--- src/rtl/plti_pkg.sv ---
// shared codes, widths and controller/datapath handshake types for the table interpolator
package plti_pkg;

  localparam int KIND_W    = 2;
  localparam int SLOT_W    = 6;
  localparam int KCNT_W    = 7;
  localparam int CFG_IDX_W = 1;

  typedef enum logic [KIND_W-1:0] {
    KIND_LOAD = 2'd0,
    KIND_EVAL = 2'd1,
    KIND_INV  = 2'd2,
    KIND_NONE = 2'd3
  } kind_e;

  typedef enum logic [CFG_IDX_W-1:0] {
    CFG_KNOT_COUNT = 1'b0,
    CFG_MISS_VALUE = 1'b1
  } cfg_idx_e;

  // controller to datapath
  typedef struct packed {
    logic accept;
    logic prep;
    logic div_start;
    logic load_out;
  } cmd_t;

  // datapath to controller
  typedef struct packed {
    logic scan_done;
    logic need_div;
    logic div_done;
    logic out_free;
  } sts_t;

endpackage

--- src/rtl/plti_ctrl.sv ---
// sequencer: accept, scan, slope product, result hand-off
module plti_ctrl (
  input  logic           clk_i,
  input  logic           rst_ni,
  input  logic           in_valid_i,
  output logic           in_ready_o,
  output plti_pkg::cmd_t cmd_o,
  input  plti_pkg::sts_t sts_i
);

  typedef enum logic [5:0] {
    ST_IDLE   = 6'b000001,
    ST_SCAN   = 6'b000010,
    ST_PREP   = 6'b000100,
    ST_DSTART = 6'b001000,
    ST_DIV    = 6'b010000,
    ST_FIN    = 6'b100000
  } state_e;

  state_e state_q;
  state_e state_d;

  always_comb begin
    state_d    = state_q;
    in_ready_o = 1'b0;
    cmd_o      = '0;
    unique case (state_q)
      ST_IDLE: begin
        in_ready_o = 1'b1;
        if (in_valid_i) begin
          cmd_o.accept = 1'b1;
          state_d      = ST_SCAN;
        end
      end
      ST_SCAN: begin
        if (sts_i.scan_done) begin
          state_d = sts_i.need_div ? ST_PREP : ST_FIN;
        end
      end
      ST_PREP: begin
        cmd_o.prep = 1'b1;
        state_d    = ST_DSTART;
      end
      ST_DSTART: begin
        cmd_o.div_start = 1'b1;
        state_d         = ST_DIV;
      end
      ST_DIV: begin
        if (sts_i.div_done) begin
          state_d = ST_FIN;
        end
      end
      ST_FIN: begin
        if (sts_i.out_free) begin
          cmd_o.load_out = 1'b1;
          state_d        = ST_IDLE;
        end
      end
      default: begin
        state_d = ST_IDLE;
      end
    endcase
  end

  always_ff @(posedge clk_i or negedge rst_ni) begin
    if (!rst_ni) begin
      state_q <= ST_IDLE;
    end else begin
      state_q <= state_d;
    end
  end

endmodule

--- config.mk ---
export PLATFORM = sky130hd
export DESIGN_NAME = plti_ctrl
export DESIGN_NICKNAME = d
export VERILOG_FILES = /design/src/rtl/plti_pkg.sv /design/src/rtl/plti_ctrl.sv
export SDC_FILE = /design/constraint.sdc
export NUM_CORES = 1
export LEC_CHECK = 0
export ABC_AREA = 0
export BUFFER_PORTS_ARGS = -buffer_cell sky130_fd_sc_hd__buf_4
export CAP_MARGIN = 20
export CORE_AREA = 2 2 39 41
export CTS_BUF_LIST = sky130_fd_sc_hd__clkbuf_2
export CTS_CLUSTER_SIZE = 10
export DETAILED_ROUTE_END_ITERATION = 10
export DIE_AREA = 0 0 41 43
export PLACE_DENSITY = 0.57
export SYNTH_ARGS = -nofsm -noshare
export SYNTH_HDL_FRONTEND = slang
export SYNTH_SLANG_ARGS = --single-unit
--- constraint.sdc ---
create_clock -name clk_i -period 2.3 [get_ports clk_i]
set_input_delay 0.345 -clock clk_i [delete_from_list [all_inputs] [get_ports clk_i]]
set_output_delay 0.345 -clock clk_i [all_outputs]
set_load 0.01 [all_outputs]
# --- After elaboration in Yosys (flattened, before gate mapping) ---
# Index checks and enable logic that the tools add are counted.
op_classes:
  eq_ne: 10
  n_mux: 13
  n_reduce_logical: 1
op_table:
  columns: ["operator", "count"]
  rows:
  - ["6-bit case mux with 6 select lines", 1]
  - ["6-bit 2-to-1 mux", 5]
  - ["2-bit inequality test (second input constant)", 4]
  - ["1-bit 2-to-1 mux", 7]
  - ["6-bit by 1-bit equality test with 1-bit output (second input constant)", 1]
  - ["6-bit by 2-bit equality test with 1-bit output (second input constant)", 1]
  - ["6-bit by 3-bit equality test with 1-bit output (second input constant)", 1]
  - ["6-bit by 4-bit equality test with 1-bit output (second input constant)", 1]
  - ["6-bit by 5-bit equality test with 1-bit output (second input constant)", 1]
  - ["6-bit equality test (second input constant)", 1]
  - ["4-bit AND reduction", 1]
word_totals:
  register_bits: 6
  input_bits: 7
  output_inout_bits: 5

# --- Depth between registers and ports, before layout ---
depth:
  ltp_word: 3
  mapped_depth: 5
  depth_no_buf: 4

# --- Least setup slack after synthesis ---
# Ideal clock, no wire load.
synth_path:
  path_kind: "reg-to-output"
  startpoint: "reg state_q[4]"
  endpoint: "out cmd_o[3] (netlist name)"
  t_arrival_ps: 1437
  setup_slack_ps: 518
  path_stages_with_launch: 5
  n_path_buf: 1
  cell_sequence: "dfrtp_1 buf_6 or4_4 nor2_1 and2_1"
synth_rtl:
  columns: ["element", "line", "text"]
  rows:
  - ["from (decl)", "plti_ctrl.sv:20", "state_e state_q;"]
  - ["from (signal assigned)", "plti_ctrl.sv:69", "state_q <= state_d;"]
  - ["to (decl)", "plti_ctrl.sv:7", "output plti_pkg::cmd_t cmd_o,"]

==> metrics.log <==
[metrics] area of the placeable core: 1380 um^2
[metrics] Static Leak: 0.251 nW
[metrics] antenna violation net count after detailed routing: 0
[metrics] data arrival time of the critical path: 1.72 ns
[metrics] Final setup viols: 0
[metrics] first-pass GRT wire length: 1490 um
[metrics] worst reg-to-reg setup slack: 0.52 ns
[metrics] HP Start: sts_i[1]
[metrics] Setup Fix Bufs, Post-CTS: 0
[metrics] most frequent cells after synthesis: dfrtp_1 (5), nor3b_1 (5), inv_1 (4), nor2_1 (4)
[metrics] internal power: 0.000340 W
[metrics] Total Die Area: 1760 um^2
[metrics] Tightest Pin Transition: 0.453 ns
[metrics] Reg clk slew, reported paths: 0.09 ns
[metrics] portion of total power attributed to combinational logic: 0.525
[metrics] 1st-iter DRT viols: 10
[metrics] largest net degree at the start of global routing: 10
[metrics] Period minus WS final: 2.07 ns
[metrics] count of input and output buffers: 11
[metrics] post-synthesis instance area: 410 um^2
[metrics] sinks on the clock net: 6
[metrics] clock latency on the worst-skew pair: 0.24 ns
[metrics] largest register by flop count: state_q
[metrics] proportion of netlist area held by the largest area contributor: 0.305
[metrics] biggest regs: state_q (6)
[metrics] #FFs+latches synth: 6
[metrics] library cell with the largest summed area after synthesis: dfrtp_1
[metrics] worst voltage drop across the vdd grid: 0.702 mV
[metrics] unrepaired setup endpoints after global routing: false
[metrics] Post-Route WL: 869 um
[metrics] post-synthesis to final-layout area growth: 29.6%
[metrics] top-level I/O count: 12
[metrics] GRT overflow: 0
[metrics] startpoint type of the worst setup path: register
[metrics] CTS max path bufs: 2
[metrics] dpl hpwl: 632 um
[metrics] number of nets in the final layout: 68
[metrics] final cycle utilization of the critical path: 0.898
[metrics] worst clock skew on the final layout: 0.0196 ns
[metrics] leading cell types by total area after synthesis: dfrtp_1 (30%), nor3b_1 (9.1%), dfstp_2 (6.4%)
[metrics] total global-route track usage: 0.129
[metrics] clock buffer count from CTS: 3
[metrics] reported max-cap violation count: 0
[metrics] starting utilization of the core area: 0.297
[metrics] post-synthesis cell count: 45
[metrics] switching component of the power: 0.000217 W
[metrics] diode count: 0
[metrics] clock share of power: 0.167
[metrics] standard-cell row count: 14
[metrics] hold buffers post-CTS: 1
[metrics] net count of the mapped netlist: 52
[metrics] Required @ worst endpoint: 1.96 ns
[metrics] startpoint of the worst-slack reg-to-reg timing path: state_q[4]
[metrics] Netlist cell types: 26
[metrics] cell at the slowest stage of the critical path: or4_4
[metrics] warning count from the yosys run: 0
[metrics] number of global-route vias before repair: 350
[metrics] TritonCTS clock tree: built
[metrics] relative slew slack: 0.695
[metrics] DIE WIDTH: 41 um
[metrics] initial antenna violation count: 0
[metrics] CP peak stage delay: 0.58 ns
[metrics] Worst Path Buf+Inv: 1
[metrics] final routed DRC violation total: 0
[metrics] Largest register FFs: 6
[metrics] fraction of final layout cells with drive strength greater than 1: 0.367
[metrics] Setup Crit Path Kind: reg -> out
[metrics] worst slack on hold paths: 0.298 ns
[metrics] status: finished clean
[metrics] power per standard cell area: 1050 nW/um^2
[metrics] worst min-delay path endpoint: state_q[4]
[metrics] routed vias: 367
[metrics] fraction of power spent switching nets: 0.389
[metrics] Top FF cell, synth: dfrtp_1
[metrics] routed wire length per instance: 11.4 um
[metrics] number of cells on the worst reg-to-reg path: 4
[metrics] sequential cell fraction of total power: 0.308
[metrics] Detailed Routing Iterations Pass 1: 4
[metrics] achievable clock frequency: 484 MHz
[metrics] family with the most delay on the worst path: simple AND/OR/NAND/NOR gates
[metrics] Crit Reg-Reg Endpoint: state_q[2]
[metrics] cell chosen for the clock root: clkbuf_2
[metrics] Critical Path, Cell by Cell: or4_4, nor2_1, and2_1, buf_4
[metrics] ratio of routed vias to standard cells: 4.83
[metrics] number of pins exceeding their max-slew limit in the final report: 0
[metrics] deepest level of the CTS H-tree: 1
[metrics] endpoint kind of the worst setup timing path: output pin
[metrics] Worst Hold Path Cells: 2
[metrics] count of flip-flops with a built-in enable after synthesis: 0
[metrics] height of the die: 43 um
[metrics] total negative slack: 0 ns
[metrics] placer congestion estimate: 0.718
[metrics] FFs w/ async S/R, synth: 1.00
[metrics] Gates resized, CTS repair: 0
[metrics] final hold viol count: 0
[metrics] kind of path behind the tightest hold check: in -> reg
[metrics] sequential share of the synthesized area: 0.369
[metrics] Avg Inst Size Synth: 9.12 um^2
[metrics] maximum fanout encountered on the critical timing path: 9
-- kinds of logic (layout without fill, tap and decap cells) --
logic type             Yosys count  after routing  synth area share
AND/OR/NAND/NOR                 25             25             0.390
XOR/XNOR                         1              1            0.0213
AO/OA/AOI/OAI                    8              8             0.155
flip-flops                       6              6             0.369
buffers and inverters            5             20            0.0640
-- metrics by stage --
step | util | instance area (um^2) | setup WS (ns) | cells | total power, W
floorplan | - | 410 | 0.518 | 45 | 0.000385
global placement | 0.363 | 502 | 0.540 | 71 | 0.000468
detailed placement | 0.363 | 502 | 0.525 | 71 | 0.000465
CTS | 0.384 | 532 | 0.248 | 76 | 0.000559
global route | 0.384 | 532 | 0.0979 | 76 | 0.000615
finish | 0.384 | 532 | 0.234 | 76 | 0.000557
-- how the worst max path moves through the flow --
| stage | end | depth (start not counted) | slack (ns) | from |
|---|---|---|---|---|
| after floorplan | cmd_o[3] | 4 | 0.52 | state_q[4] |
| after global placement | cmd_o[3] | 4 | 0.54 | state_q[4] |
| after detailed placement | cmd_o[3] | 4 | 0.53 | state_q[4] |
| after CTS | cmd_o[3] | 4 | 0.25 | state_q[4] |
| after global routing | cmd_o[3] | 4 | 0.1 | state_q[4] |
| final | cmd_o[3] | 4 | 0.23 | state_q[4] |
-- cells in the final DEF (no fill, tap or decap), types with 2 or more instances in the layout --
cell type and instances:
buf_4 11, nor3b_1 5, dfrtp_1 5, nor2_1 4, inv_1 4, clkbuf_2 4
nand2_1 2, nor4_1 2, nand3_1 2, nand2b_1 2, o21ai_0 2
-- power by group through the flow --
stage / combinational, W / clock, W / sequential, W
after floorplan: 0.000221 / 0 / 0.000164
after global placement: 0.000296 / 0 / 0.000172
after detailed placement: 0.000293 / 0 / 0.000172
after CTS: 0.000296 / 0.0000926 / 0.000171
after global routing: 0.000339 / 0.000100 / 0.000177
final: 0.000292 / 0.0000929 / 0.000171
-- layout make-up --
type,instances,area [um^2]
Fill cell,143,852
Multi-Input combinational cell,34,233
Sequential cell,6,151
Timing Repair Buffer,12,92.6
Clock buffer,4,20.0
Tap cell,16,20.0
Inverter,4,15.0
-- metal layers --
metal,GRT usage,routed length (um),up-vias
met2,0.159,362,12
met3,0.0785,61,0
met5,0,0,-
li1,-,-,193
met4,0.0400,0,0
met1,0.183,444,162
(Power assumes the default switching activity.)
