File: config.mk
export PLATFORM = sky130hd
export DESIGN_NAME = plti_dp
export DESIGN_NICKNAME = d
export VERILOG_FILES = /design/src/rtl/plti_pkg.sv /design/src/rtl/plti_muldiv.sv /design/src/rtl/plti_dp.sv
export SDC_FILE = /design/constraint.sdc
export NUM_CORES = 2
export LEC_CHECK = 0
export BUFFER_PORTS_ARGS = -buffer_cell sky130_fd_sc_hd__buf_2
export CORE_UTILIZATION = 45
export CTS_BUF_LIST = sky130_fd_sc_hd__clkbuf_4
export CTS_CLUSTER_SIZE = 24
export DETAILED_ROUTE_END_ITERATION = 8
export PLACE_DENSITY_LB_ADDON = 0.08
export SLEW_MARGIN = 20
export SYNTH_ARGS = -nofsm -noshare
export SYNTH_HDL_FRONTEND = slang
export SYNTH_SLANG_ARGS = --single-unit
File: constraint.sdc
create_clock -name clk_i -period 15.8 [get_ports clk_i]
set_input_delay 3.16 -clock clk_i [delete_from_list [all_inputs] [get_ports clk_i]]
set_output_delay 3.16 -clock clk_i [all_outputs]
set_load 0.05 [all_outputs]
File: src/rtl/plti_pkg.sv
// shared codes, widths and controller/datapath handshake types for the table interpolator
package plti_pkg;

  localparam int KIND_W    = 2;
  localparam int SLOT_W    = 6;
  localparam int KCNT_W    = 7;
  localparam int CFG_IDX_W = 1;

  typedef enum logic [KIND_W-1:0] {
    KIND_LOAD = 2'd0,
    KIND_EVAL = 2'd1,
    KIND_INV  = 2'd2,
    KIND_NONE = 2'd3
  } kind_e;

  typedef enum logic [CFG_IDX_W-1:0] {
    CFG_KNOT_COUNT = 1'b0,
    CFG_MISS_VALUE = 1'b1
  } cfg_idx_e;

  // controller to datapath
  typedef struct packed {
    logic accept;
    logic prep;
    logic div_start;
    logic load_out;
  } cmd_t;

  // datapath to controller
  typedef struct packed {
    logic scan_done;
    logic need_div;
    logic div_done;
    logic out_free;
  } sts_t;

endpackage

File: src/rtl/plti_muldiv.sv
// iterative floor(mag*t/den) for t < den, one bit of mag per cycle
module plti_muldiv #(
  parameter int W = 32
) (
  input  logic         clk_i,
  input  logic         rst_ni,
  input  logic         start_i,
  input  logic [W:0]   mag_i,
  input  logic [W-1:0] t_i,
  input  logic [W-1:0] den_i,
  output logic         done_o,
  output logic [W:0]   quot_o
);

  localparam int QW = W + 1;
  localparam int RW = W + 2;
  localparam int CW = $clog2(W + 1);

  logic          busy_q;
  logic [CW-1:0] cnt_q;
  logic [QW-1:0] m_q;
  logic [W-1:0]  t_q;
  logic [W-1:0]  den_q;
  logic [W-1:0]  r_q;
  logic [QW-1:0] q_q;

  logic [RW-1:0] r_sh;
  logic [RW-1:0] den1;
  logic [RW-1:0] den2;
  logic [RW-1:0] r_nx;
  logic [1:0]    dig;
  logic [RW-1:0] q_nx;

  // horner step: r' = 2r + bit*t stays below 3*den, so the digit is 0, 1 or 2
  always_comb begin
    r_sh = RW'({r_q, 1'b0}) + (m_q[QW-1] ? RW'(t_q) : '0);
    den1 = RW'(den_q);
    den2 = {den1[RW-2:0], 1'b0};
    if (r_sh >= den2) begin
      r_nx = r_sh - den2;
      dig  = 2'd2;
    end else if (r_sh >= den1) begin
      r_nx = r_sh - den1;
      dig  = 2'd1;
    end else begin
      r_nx = r_sh;
      dig  = 2'd0;
    end
    q_nx = RW'({q_q, 1'b0}) + RW'(dig);
  end

  always_ff @(posedge clk_i or negedge rst_ni) begin
    if (!rst_ni) begin
      busy_q <= 1'b0;
      cnt_q  <= '0;
    end else if (start_i) begin
      busy_q <= 1'b1;
      cnt_q  <= CW'(W);
    end else if (busy_q) begin
      if (cnt_q == '0) begin
        busy_q <= 1'b0;
      end else begin
        cnt_q <= cnt_q - CW'(1);
      end
    end
  end

  always_ff @(posedge clk_i) begin
    if (start_i) begin
      m_q   <= mag_i;
      t_q   <= t_i;
      den_q <= den_i;
      r_q   <= '0;
      q_q   <= '0;
    end else if (busy_q) begin
      m_q <= {m_q[QW-2:0], 1'b0};
      r_q <= W'(r_nx);
      q_q <= QW'(q_nx);
    end
  end

  assign done_o = busy_q && (cnt_q == '0);
  assign quot_o = q_q;

endmodule

File: src/rtl/plti_dp.sv
// datapath: config registers, knot memories, segment scan, slope product, output register
module plti_dp #(
  parameter int MAX_KNOTS   = 64,
  parameter int VALUE_WIDTH = 32
) (
  input  logic                              clk_i,
  input  logic                              rst_ni,
  input  logic                              cfg_we_i,
  input  logic [plti_pkg::CFG_IDX_W-1:0]    cfg_idx_i,
  input  logic [VALUE_WIDTH-1:0]            cfg_wdata_i,
  input  logic [plti_pkg::KIND_W-1:0]       kind_i,
  input  logic [plti_pkg::SLOT_W-1:0]       slot_i,
  input  logic signed [VALUE_WIDTH-1:0]     arg_i,
  input  logic signed [VALUE_WIDTH-1:0]     knot_y_i,
  input  logic                              out_ready_i,
  output logic                              out_valid_o,
  output logic signed [VALUE_WIDTH-1:0]     out_value_o,
  output logic                              out_hit_o,
  input  plti_pkg::cmd_t                    cmd_i,
  output plti_pkg::sts_t                    sts_o
);

  localparam int W  = VALUE_WIDTH;
  localparam int AW = $clog2(MAX_KNOTS);
  localparam int NW = $clog2(MAX_KNOTS + 1);

  // configuration
  logic [plti_pkg::KCNT_W-1:0] knot_count_q;
  logic signed [W-1:0]         default_q;

  always_ff @(posedge clk_i or negedge rst_ni) begin
    if (!rst_ni) begin
      knot_count_q <= '0;
      default_q    <= '0;
    end else if (cfg_we_i) begin
      unique case (cfg_idx_i)
        plti_pkg::CFG_KNOT_COUNT: knot_count_q <= cfg_wdata_i[plti_pkg::KCNT_W-1:0];
        plti_pkg::CFG_MISS_VALUE: default_q    <= cfg_wdata_i;
        default: ;
      endcase
    end
  end

  // accepted word
  plti_pkg::kind_e     kind_in;
  logic                scan_in;
  logic [NW-1:0]       n_sat;
  logic                wr_en;
  logic [AW-1:0]       wr_addr;

  plti_pkg::kind_e     kind_q;
  logic signed [W-1:0] arg_q;
  logic [NW-1:0]       n_q;

  assign kind_in = plti_pkg::kind_e'(kind_i);
  assign scan_in = (kind_in == plti_pkg::KIND_EVAL) || (kind_in == plti_pkg::KIND_INV);
  assign n_sat   = (int'(knot_count_q) > MAX_KNOTS) ? NW'(MAX_KNOTS) : NW'(knot_count_q);
  assign wr_en   = cmd_i.accept && (kind_in == plti_pkg::KIND_LOAD) &&
                   (int'(slot_i) < MAX_KNOTS);
  assign wr_addr = AW'(slot_i);

  // knot memories, registered read
  logic [W-1:0]  mem_x [MAX_KNOTS];
  logic [W-1:0]  mem_y [MAX_KNOTS];
  logic [NW-1:0] issue_cnt_q;
  logic          issuing_q;
  logic          rd_vld_q;
  logic [NW-1:0] rd_idx_q;
  logic signed [W-1:0] rd_x_q;
  logic signed [W-1:0] rd_y_q;

  always_ff @(posedge clk_i) begin
    if (wr_en) begin
      mem_x[wr_addr] <= arg_i;
      mem_y[wr_addr] <= knot_y_i;
    end
    rd_x_q <= mem_x[issue_cnt_q[AW-1:0]];
    rd_y_q <= mem_y[issue_cnt_q[AW-1:0]];
  end

  // scan state
  logic signed [W-1:0] prev_x_q;
  logic signed [W-1:0] prev_y_q;
  logic signed [W-1:0] first_x_q;
  logic signed [W-1:0] last_x_q;
  logic signed [W-1:0] seg_x0_q;
  logic signed [W-1:0] seg_x1_q;
  logic signed [W-1:0] seg_y0_q;
  logic signed [W-1:0] seg_y1_q;
  logic                found_q;

  logic signed [W-1:0] key_prev;
  logic signed [W-1:0] key_cur;
  logic                seg_match;
  logic [NW-1:0]       n_last;

  assign key_prev  = (kind_q == plti_pkg::KIND_INV) ? prev_y_q : prev_x_q;
  assign key_cur   = (kind_q == plti_pkg::KIND_INV) ? rd_y_q : rd_x_q;
  assign seg_match = rd_vld_q && (rd_idx_q != '0) && !found_q &&
                     (key_prev <= arg_q) && (key_cur > arg_q);
  assign n_last    = n_q - NW'(1);

  always_ff @(posedge clk_i or negedge rst_ni) begin
    if (!rst_ni) begin
      issuing_q   <= 1'b0;
      issue_cnt_q <= '0;
      rd_vld_q    <= 1'b0;
      rd_idx_q    <= '0;
      found_q     <= 1'b0;
      n_q         <= '0;
      kind_q      <= plti_pkg::KIND_NONE;
    end else begin
      rd_vld_q <= issuing_q;
      rd_idx_q <= issue_cnt_q;
      if (cmd_i.accept) begin
        kind_q      <= kind_in;
        n_q         <= n_sat;
        issue_cnt_q <= '0;
        issuing_q   <= scan_in && (n_sat != '0);
        found_q     <= 1'b0;
      end else begin
        if (issuing_q) begin
          issue_cnt_q <= issue_cnt_q + NW'(1);
          if (issue_cnt_q == n_last) begin
            issuing_q <= 1'b0;
          end
        end
        if (seg_match) begin
          found_q <= 1'b1;
        end
      end
    end
  end

  always_ff @(posedge clk_i) begin
    if (cmd_i.accept) begin
      arg_q <= arg_i;
    end
    if (rd_vld_q) begin
      prev_x_q <= rd_x_q;
      prev_y_q <= rd_y_q;
      if (rd_idx_q == '0) begin
        first_x_q <= rd_x_q;
      end
      if (rd_idx_q == n_last) begin
        last_x_q <= rd_x_q;
      end
      if (seg_match) begin
        seg_x0_q <= prev_x_q;
        seg_x1_q <= rd_x_q;
        seg_y0_q <= prev_y_q;
        seg_y1_q <= rd_y_q;
      end
    end
  end

  // evaluate hit: a segment matched and x lies within the outer knots
  logic eval_hit;
  assign eval_hit = found_q && (n_q != '0) && (arg_q >= first_x_q) && (arg_q <= last_x_q);

  // slope operands
  logic [W:0]   dy_q;
  logic [W-1:0] den_q;
  logic [W-1:0] t_q;
  logic [W:0]   mag;
  logic [W:0]   quot;
  logic         div_done;

  always_ff @(posedge clk_i) begin
    if (cmd_i.prep) begin
      dy_q  <= {seg_y1_q[W-1], seg_y1_q} - {seg_y0_q[W-1], seg_y0_q};
      den_q <= W'(seg_x1_q - seg_x0_q);
      t_q   <= W'(arg_q - seg_x0_q);
    end
  end

  assign mag = dy_q[W] ? (~dy_q + (W+1)'(1)) : dy_q;

  plti_muldiv #(
    .W (W)
  ) u_muldiv (
    .clk_i   (clk_i),
    .rst_ni  (rst_ni),
    .start_i (cmd_i.div_start),
    .mag_i   (mag),
    .t_i     (t_q),
    .den_i   (den_q),
    .done_o  (div_done),
    .quot_o  (quot)
  );

  // result select
  logic [W-1:0] res_value;
  logic         res_hit;

  always_comb begin
    res_value = '0;
    res_hit   = 1'b0;
    case (kind_q) inside
      plti_pkg::KIND_EVAL: begin
        if (eval_hit) begin
          res_value = dy_q[W] ? (seg_y0_q - W'(quot)) : (seg_y0_q + W'(quot));
          res_hit   = 1'b1;
        end else begin
          res_value = default_q;
        end
      end
      plti_pkg::KIND_INV: begin
        if (n_q != '0) begin
          if (found_q) begin
            res_value = seg_x0_q;
            res_hit   = 1'b1;
          end else begin
            res_value = last_x_q;
          end
        end
      end
      plti_pkg::KIND_LOAD, plti_pkg::KIND_NONE: begin
        res_value = '0;
      end
      default: begin
        res_value = '0;
      end
    endcase
  end

  // output register
  logic                out_valid_q;
  logic signed [W-1:0] out_value_q;
  logic                out_hit_q;

  always_ff @(posedge clk_i or negedge rst_ni) begin
    if (!rst_ni) begin
      out_valid_q <= 1'b0;
    end else if (cmd_i.load_out) begin
      out_valid_q <= 1'b1;
    end else if (out_ready_i) begin
      out_valid_q <= 1'b0;
    end
  end

  always_ff @(posedge clk_i) begin
    if (cmd_i.load_out) begin
      out_value_q <= res_value;
      out_hit_q   <= res_hit;
    end
  end

  assign out_valid_o = out_valid_q;
  assign out_value_o = out_value_q;
  assign out_hit_o   = out_hit_q;

  assign sts_o.scan_done = !issuing_q && !rd_vld_q;
  assign sts_o.need_div  = (kind_q == plti_pkg::KIND_EVAL) && eval_hit;
  assign sts_o.div_done  = div_done;
  assign sts_o.out_free  = !out_valid_q || out_ready_i;

endmodule

**Word-level counts from Yosys, hierarchy flattened**

Memory sizes are Yosys's and may differ from the RTL's. A register that Yosys moved wholly into a read port is not among the register bits.
Cells that the tools add are included.
W data, S select, Z words.

- Add/subtract/negate cells: 13
- Magnitude comparators: 7
- Eq/ne operators: 7
- Muxes and demuxes: 39
- Bitwise gates (word level): 2
- Reductions and logical operators: 34

Operators with widths:

| operator | number |
|---|---|
| $mux W32 | 11 |
| $sub A32 B32 Y32 | 5 |
| $mux W33 | 3 |
| $le A32 B32 Y1 | 2 |
| $add A33 B32 Y34 | 1 |
| $ge A34 B32 Y1 | 1 |
| $ge A34 B33 Y1 | 1 |
| $add A33 B1 Y33 const B | 1 |
| $not A33 Y33 | 1 |
| $sub A32 B32 Y33 | 1 |
| $add A32 B2 Y32 | 1 |
| $add A32 B32 Y32 | 1 |
| $ge A32 B32 Y1 | 1 |
| $gt A32 B32 Y1 | 1 |
| $mux W7 | 3 |
| $reduce_bool A7 Y1 | 3 |
| $mux W1 | 18 |
| $mux W6 | 3 |
| $eq A7 B7 Y1 | 2 |
| $logic_and A1 B1 Y1 | 12 |
| $reduce_and A2 Y1 | 6 |
| $reduce_bool A2 Y1 | 4 |
| $add A7 B1 Y7 const B | 1 |
| $gt A7 B7 Y1 const B | 1 |
| 12 further kinds | 18 |

- Bits in registers: 652
- Memory bits (writable): 4096
- Input bits: 113
- Output and inout port bits: 38
- Memories kept: 2

Memory list:

| memory | depth | width | rd ports | clocked after memory_dff | wr ports | line | source |
|---|---|---|---|---|---|---|---|
| mem_x | 64 | 32 | 1 | 1 | 1 | plti_dp.sv:63 | `logic [W-1:0] mem_x [MAX_KNOTS];` |
| mem_y | 64 | 32 | 1 | 1 | 1 | plti_dp.sv:64 | `logic [W-1:0] mem_y [MAX_KNOTS];` |

**Longest topological paths before layout**

- Word-level depth: 7
- Mapped depth: 31

**By module**

A second synthesis with hierarchy kept.

- Cell total of the unflattened synthesis: 9538
- Area, all modules: 196111.8 um2

By module, submodules not included:

| module | times used | cells an instance | area an instance (um2) | sequential area each (um2) |
|---|---|---|---|---|
| plti_dp | 1 | 8239 | 183997.7 | 138485.3 |
| plti_muldiv | 1 | 1299 | 12114.1 | 4389.2 |

**Worst setup path before layout**

Ideal clock, no wire load.

- Kind: reg-to-reg
- Start point: register kind_q[0]
- End point: register seg_x0_q[0], enable pin
- Setup time: 0.772 ns
- Data arrival time: 12.144 ns
- Data required time: 15.028 ns
- Slack: 2.884 ns
- Stages on the path, launching flop included: 16
- Path buffers: 2
- Path through: dfstp_2 nand2b_1 clkbuf_1 clkbuf_1 mux2_2 ha_1 a21o_1 a21oi_1 nor2b_1 o21ai_0 a21boi_0 o21ai_0 or4b_2 o21ai_0 o21ai_0 nor3_1

- Cells in the longest elaborated chain, start to end: 6
- Elaborated cells between the ends (all ways): 8
- Classes of those cells: order compare (2); eq/ne (1); mux (2); reduce/logical (3)

RTL lines:

| what | line | source |
|---|---|---|
| start, declared | plti_dp.sv:51 | `plti_pkg::kind_e kind_q;` |
| start signal, assigned | plti_dp.sv:111 | `kind_q <= plti_pkg::KIND_NONE;` |
| start signal, assigned | plti_dp.sv:116 | `kind_q <= kind_in;` |
| $eq A2 B2 Y1 (*) | plti_dp.sv:97, plti_dp.sv:98 |  |
| $mux W32 | plti_dp.sv:97 | `assign key_prev = (kind_q == plti_pkg::KIND_INV) ? prev_y_q : prev_x_q;` |
| $le A32 B32 Y1 | plti_dp.sv:100 | `(key_prev <= arg_q) && (key_cur > arg_q);` |
| $logic_and A1 B1 Y1 | plti_dp.sv:99 | `assign seg_match = rd_vld_q && (rd_idx_q != '0) && !found_q &&` |
| $logic_and A1 B1 Y1 (*) | plti_dp.sv:100 |  |
| $reduce_and A2 Y1 (no source line) (*) | n/a |  |
| end signal, assigned | plti_dp.sv:149 | `seg_x0_q <= prev_x_q;` |
| end, declared | plti_dp.sv:86 | `logic signed [W-1:0] seg_x0_q;` |

Mark *: on every way between the ends. The rest lies on a longest branch, timed or not.
A chain may end at the register's enable or synchronous reset.

**Final worst setup path**

- Start point: register u_muldiv.m_q[32]
- End point: register u_muldiv.q_q[31], in the netlist u_muldiv.quot_o[31]

- Cells in the longest elaborated chain, start to end: 6
- Elaborated cells between the ends (all ways): 7
- Classes of those cells: add/sub (2); order compare (2); mux (3)

RTL lines:

| what | line | source |
|---|---|---|
| start, declared | plti_muldiv.sv:21 | `logic [QW-1:0] m_q;` |
| start signal, assigned | plti_muldiv.sv:70 | `m_q <= mag_i;` |
| start signal, assigned | plti_muldiv.sv:76 | `m_q <= {m_q[QW-2:0], 1'b0};` |
| $mux W32 (*) | plti_muldiv.sv:36 | `r_sh = RW'({r_q, 1'b0}) + (m_q[QW-1] ? RW'(t_q) : '0);` |
| $add A33 B32 Y34 (*) | plti_muldiv.sv:36 |  |
| $ge A34 B32 Y1 | plti_muldiv.sv:42 | `end else if (r_sh >= den1) begin` |
| $mux W1 | plti_muldiv.sv:42 |  |
| $mux W2 (*) | plti_muldiv.sv:39 | `if (r_sh >= den2) begin` |
| $add A32 B2 Y32 (*) | plti_muldiv.sv:49 | `q_nx = RW'({q_q, 1'b0}) + RW'(dig);` |
| end signal, assigned | plti_muldiv.sv:78 | `q_q <= QW'(q_nx);` |
| end, declared | plti_muldiv.sv:25 | `logic [QW-1:0] q_q;` |

Marked as above.

==> metrics.txt <==
status finished, final reports clean; TritonCTS Buffers 1337; global-route usage over all layers 0.2595; initial DRC count 11150; Avg Inst Size Synth 20.49 µm²; total number of H-tree levels 7; final routed wire length divided by cell count 32.10 µm; count of final hold-check violations 0; starting utilization of the core area 0.4529; initial antenna violation count 85; Relative slew margins 0.2424; class of the worst hold path reg -> reg; aggregate negative setup slack 0 ns; Slew @ Worst Pin 1.136 ns; warnings from Yosys 0; clock transition at the registers of the reported paths 0.07 ns; critical path capture point type register; share of the cycle needed by the critical path after routing 0.5660; sort of element at the start of the critical path register; count of clock tree sinks 4812; leakage power 72.33 nW; number of gates given a new drive strength after cts 0; area overhead of the layout relative to synthesis 12.85%; Distinct cells, synth 96; Synth area leader edfxtp_1; number of global-route vias before repair 106300; Die H 661.0 µm; die extent in x 661.0 µm; achievable clock frequency 111.8 MHz; Initial DRT Pass Iterations 8; CTS tree yes; buffer levels on the longest clock path 5; Most used DFF post-synth edfxtp_1; GP Congestion 0.8625; setup slack after placement 6.807 ns; first-pass GRT wire length 790.9 mm; minimum setup slack in the final design 6.858 ns; Via density 5.911; sequential fraction of the synthesis area 0.7310; Final min period 8.942 ns; Setup Fix Bufs, Post-CTS 0; Layout Cells excl Fill 17470; Post-Route Skew 0.1137 ns; hold-fix buffers at CTS 0; Worst-Skew Late Latency 1.72 ns; synthesized netlist net count 10020; post-route DRC violation count 0; arrival time of data at the critical path endpoint 10.54 ns; top-level I/O count 151; pin count of the biggest net entering global routing 137; top post-synthesis cells by area edfxtp_1, mux4_2, ha_1; share of cells above drive strength 1 0.3394; remaining global-route overflow 0; core area 431500 µm²; worst voltage drop across the vdd grid 0.08231 mV; worst endpoint required time 17.40 ns; netlist area before placement 195400 µm²; area fraction of the dominant cell type after synthesis 0.7086; RSZ-0062 raised after global routing no; max_cap viols 0; number of nets at the end of the flow 11330; total number of vias 103300; post-synthesis instance total 9538; post-detailed-route count of antenna-violating nets 0; Final HPWL DP 345.0 mm; setup violators final 0; overall routed net length 560.9 mm; async set or reset register ratio after synthesis 0.01517; kind of critical path reg -> reg; clock root buffer clkbuf_4; total instance count after detailed placement 15230; highest net fanout along the worst path 32; areal power density over the cells 140.2 nW/µm²; number of port buffers 150; row count 241; area of the die 436900 µm²; Pins Over Slew Limit 0; flop and latch count out of synthesis 4812; Post-synth EDFFs 4611
==> per-layer routing <==
metal | wire length, µm | GRT usage
met1 | 236700 | 0.3621
met2 | 271300 | 0.4117
met3 | 39430 | 0.05242
met4 | 13390 | 0.08452
met5 | 108 | 0
==> kinds of logic (layout without fill, tap and decap cells) <==
| kind of cell | count (synthesis) | after routing | share of synthesized area |
|---|---|---|---|
| other | 0 | 42 | 0 |
| and+or+nand+nor | 910 | 910 | 0.02263 |
| DFF | 4812 | 4812 | 0.7310 |
| adders and majority gates | 365 | 365 | 0.02364 |
| AOI/OAI and AO/OA | 931 | 931 | 0.03074 |
| buffers and inverters | 693 | 2876 | 0.01354 |
| xor gates and xnor gates | 304 | 304 | 0.01366 |
| muxes | 1523 | 1523 | 0.1647 |
==> final timing paths <==
path	from	endpoint	slack, ns	cells past startpoint
setup / recovery	u_muldiv.m_q[32]$_DFFE_PP_	u_muldiv.quot_o[31]$_SDFFE_PP0P_	6.86	25
hold / removal	den_q[31]$_DFFE_PP_	u_muldiv.den_q[31]$_DFFE_PP_	0.35	0
setup reg to reg	u_muldiv.m_q[32]$_DFFE_PP_	u_muldiv.quot_o[31]$_SDFFE_PP0P_	6.86	25
hold reg to reg	den_q[31]$_DFFE_PP_	u_muldiv.den_q[31]$_DFFE_PP_	0.35	0
max in group asynchronous	rst_ni	rd_vld_q$_DFF_PN0_	13.24	2
min in group asynchronous	rst_ni	out_valid_o$_DFFE_PN0P_	1.31	1
==> flip-flops by register name, summed over array words and instances (netlist names), 33 cells and up <==
name          count
mem_x          2048
mem_y          2048
dy_q             33
u_muldiv.m_q     33
==> power by group <==
part	switching, mW	leakage (nW)	internal (mW)	total, mW
clock network	5.01	9.66	5.84	10.8
logic	3.26	19.0	2.23	5.48
registers	0.282	43.7	14.3	14.6
total	8.55	72.3	22.4	30.9
==> synth_stat cells, types with 71 or more instances <==
cell         n
a21o_1     115
a21oi_1    288
buf_1      104
clkbuf_1   297
dfrtp_1     71
dfxtp_1    128
edfxtp_1  4611
ha_1       358
inv_1      280
mux2_2     106
mux2i_1     73
mux4_2    1344
nand2_1    178
nor2_1     311
o21ai_0    157
xnor2_1    188
xor2_1     115
==> worst max-delay path, cell delays in order, from the launching register on <==
cell and delay (ns):
edfxtp_1 0.37, buf_4 0.24, and2_1 0.19, ha_1 0.23
fa_1 0.48, a211oi_2 0.28, o211ai_2 0.19, a2111oi_0 0.67
o31ai_1 0.28, o21ai_0 0.56, xnor2_1 0.27, ha_1 0.47
nand3_1 0.15, nor3_1 0.54, a21oi_1 0.21, o31ai_1 0.44
a211oi_2 0.28, inv_1 0.44, ha_1 0.31, and3_1 0.29
nand3_1 0.22, nor4_1 0.63, nand3_1 0.28, or4_1 0.47
xor2_1 0.15, a211oi_1 0.22
==> area by class of cell <==
type | count | area (µm²)
clock inverter | 271 | 1549
inverter | 281 | 1055
tap | 5710 | 7144
multi-input combinational | 4033 | 50420
clock buffer | 1935 | 14530
timing repair buffer | 389 | 2846
fill | 35220 | 211000
sequential | 4812 | 142900
antenna | 42 | 105.1
==> stage by stage <==
stage	cell area, µm²	util	power, mW	hold slack [ns]
after floorplan	195400	-	18.43	0.3519
after global placement	204200	0.4733	20.34	0.4026
after CTS	220400	0.5108	31.27	0.3528
after global routing	220500	0.5110	32.32	0.3593
after detailed placement	204300	0.4736	20.36	0.4045
final	220500	0.5111	30.93	0.3507
==> cells in the final DEF, fill, tap and decap left out, types with 48 or more instances in the layout <==
| cell | n |
|---|---|
| ha_1 | 358 |
| a21o_1 | 115 |
| mux2i_1 | 73 |
| buf_4 | 243 |
| nor2_4 | 64 |
| a211oi_1 | 57 |
| xnor2_1 | 188 |
| nand4_1 | 54 |
| nand3_1 | 68 |
| dfrtp_1 | 62 |
| clkbuf_4 | 1935 |
| nand2_1 | 178 |
| xor2_1 | 115 |
| dfxtp_1 | 128 |
| edfxtp_1 | 4611 |
| clkinv_1 | 197 |
| mux4_2 | 1344 |
| buf_2 | 127 |
| nor3_1 | 55 |
| o21ai_0 | 157 |
| inv_1 | 280 |
| a21oi_1 | 288 |
| o22ai_1 | 48 |
| nor2_1 | 246 |
| mux2_2 | 106 |
(Power assumes the default switching activity.)
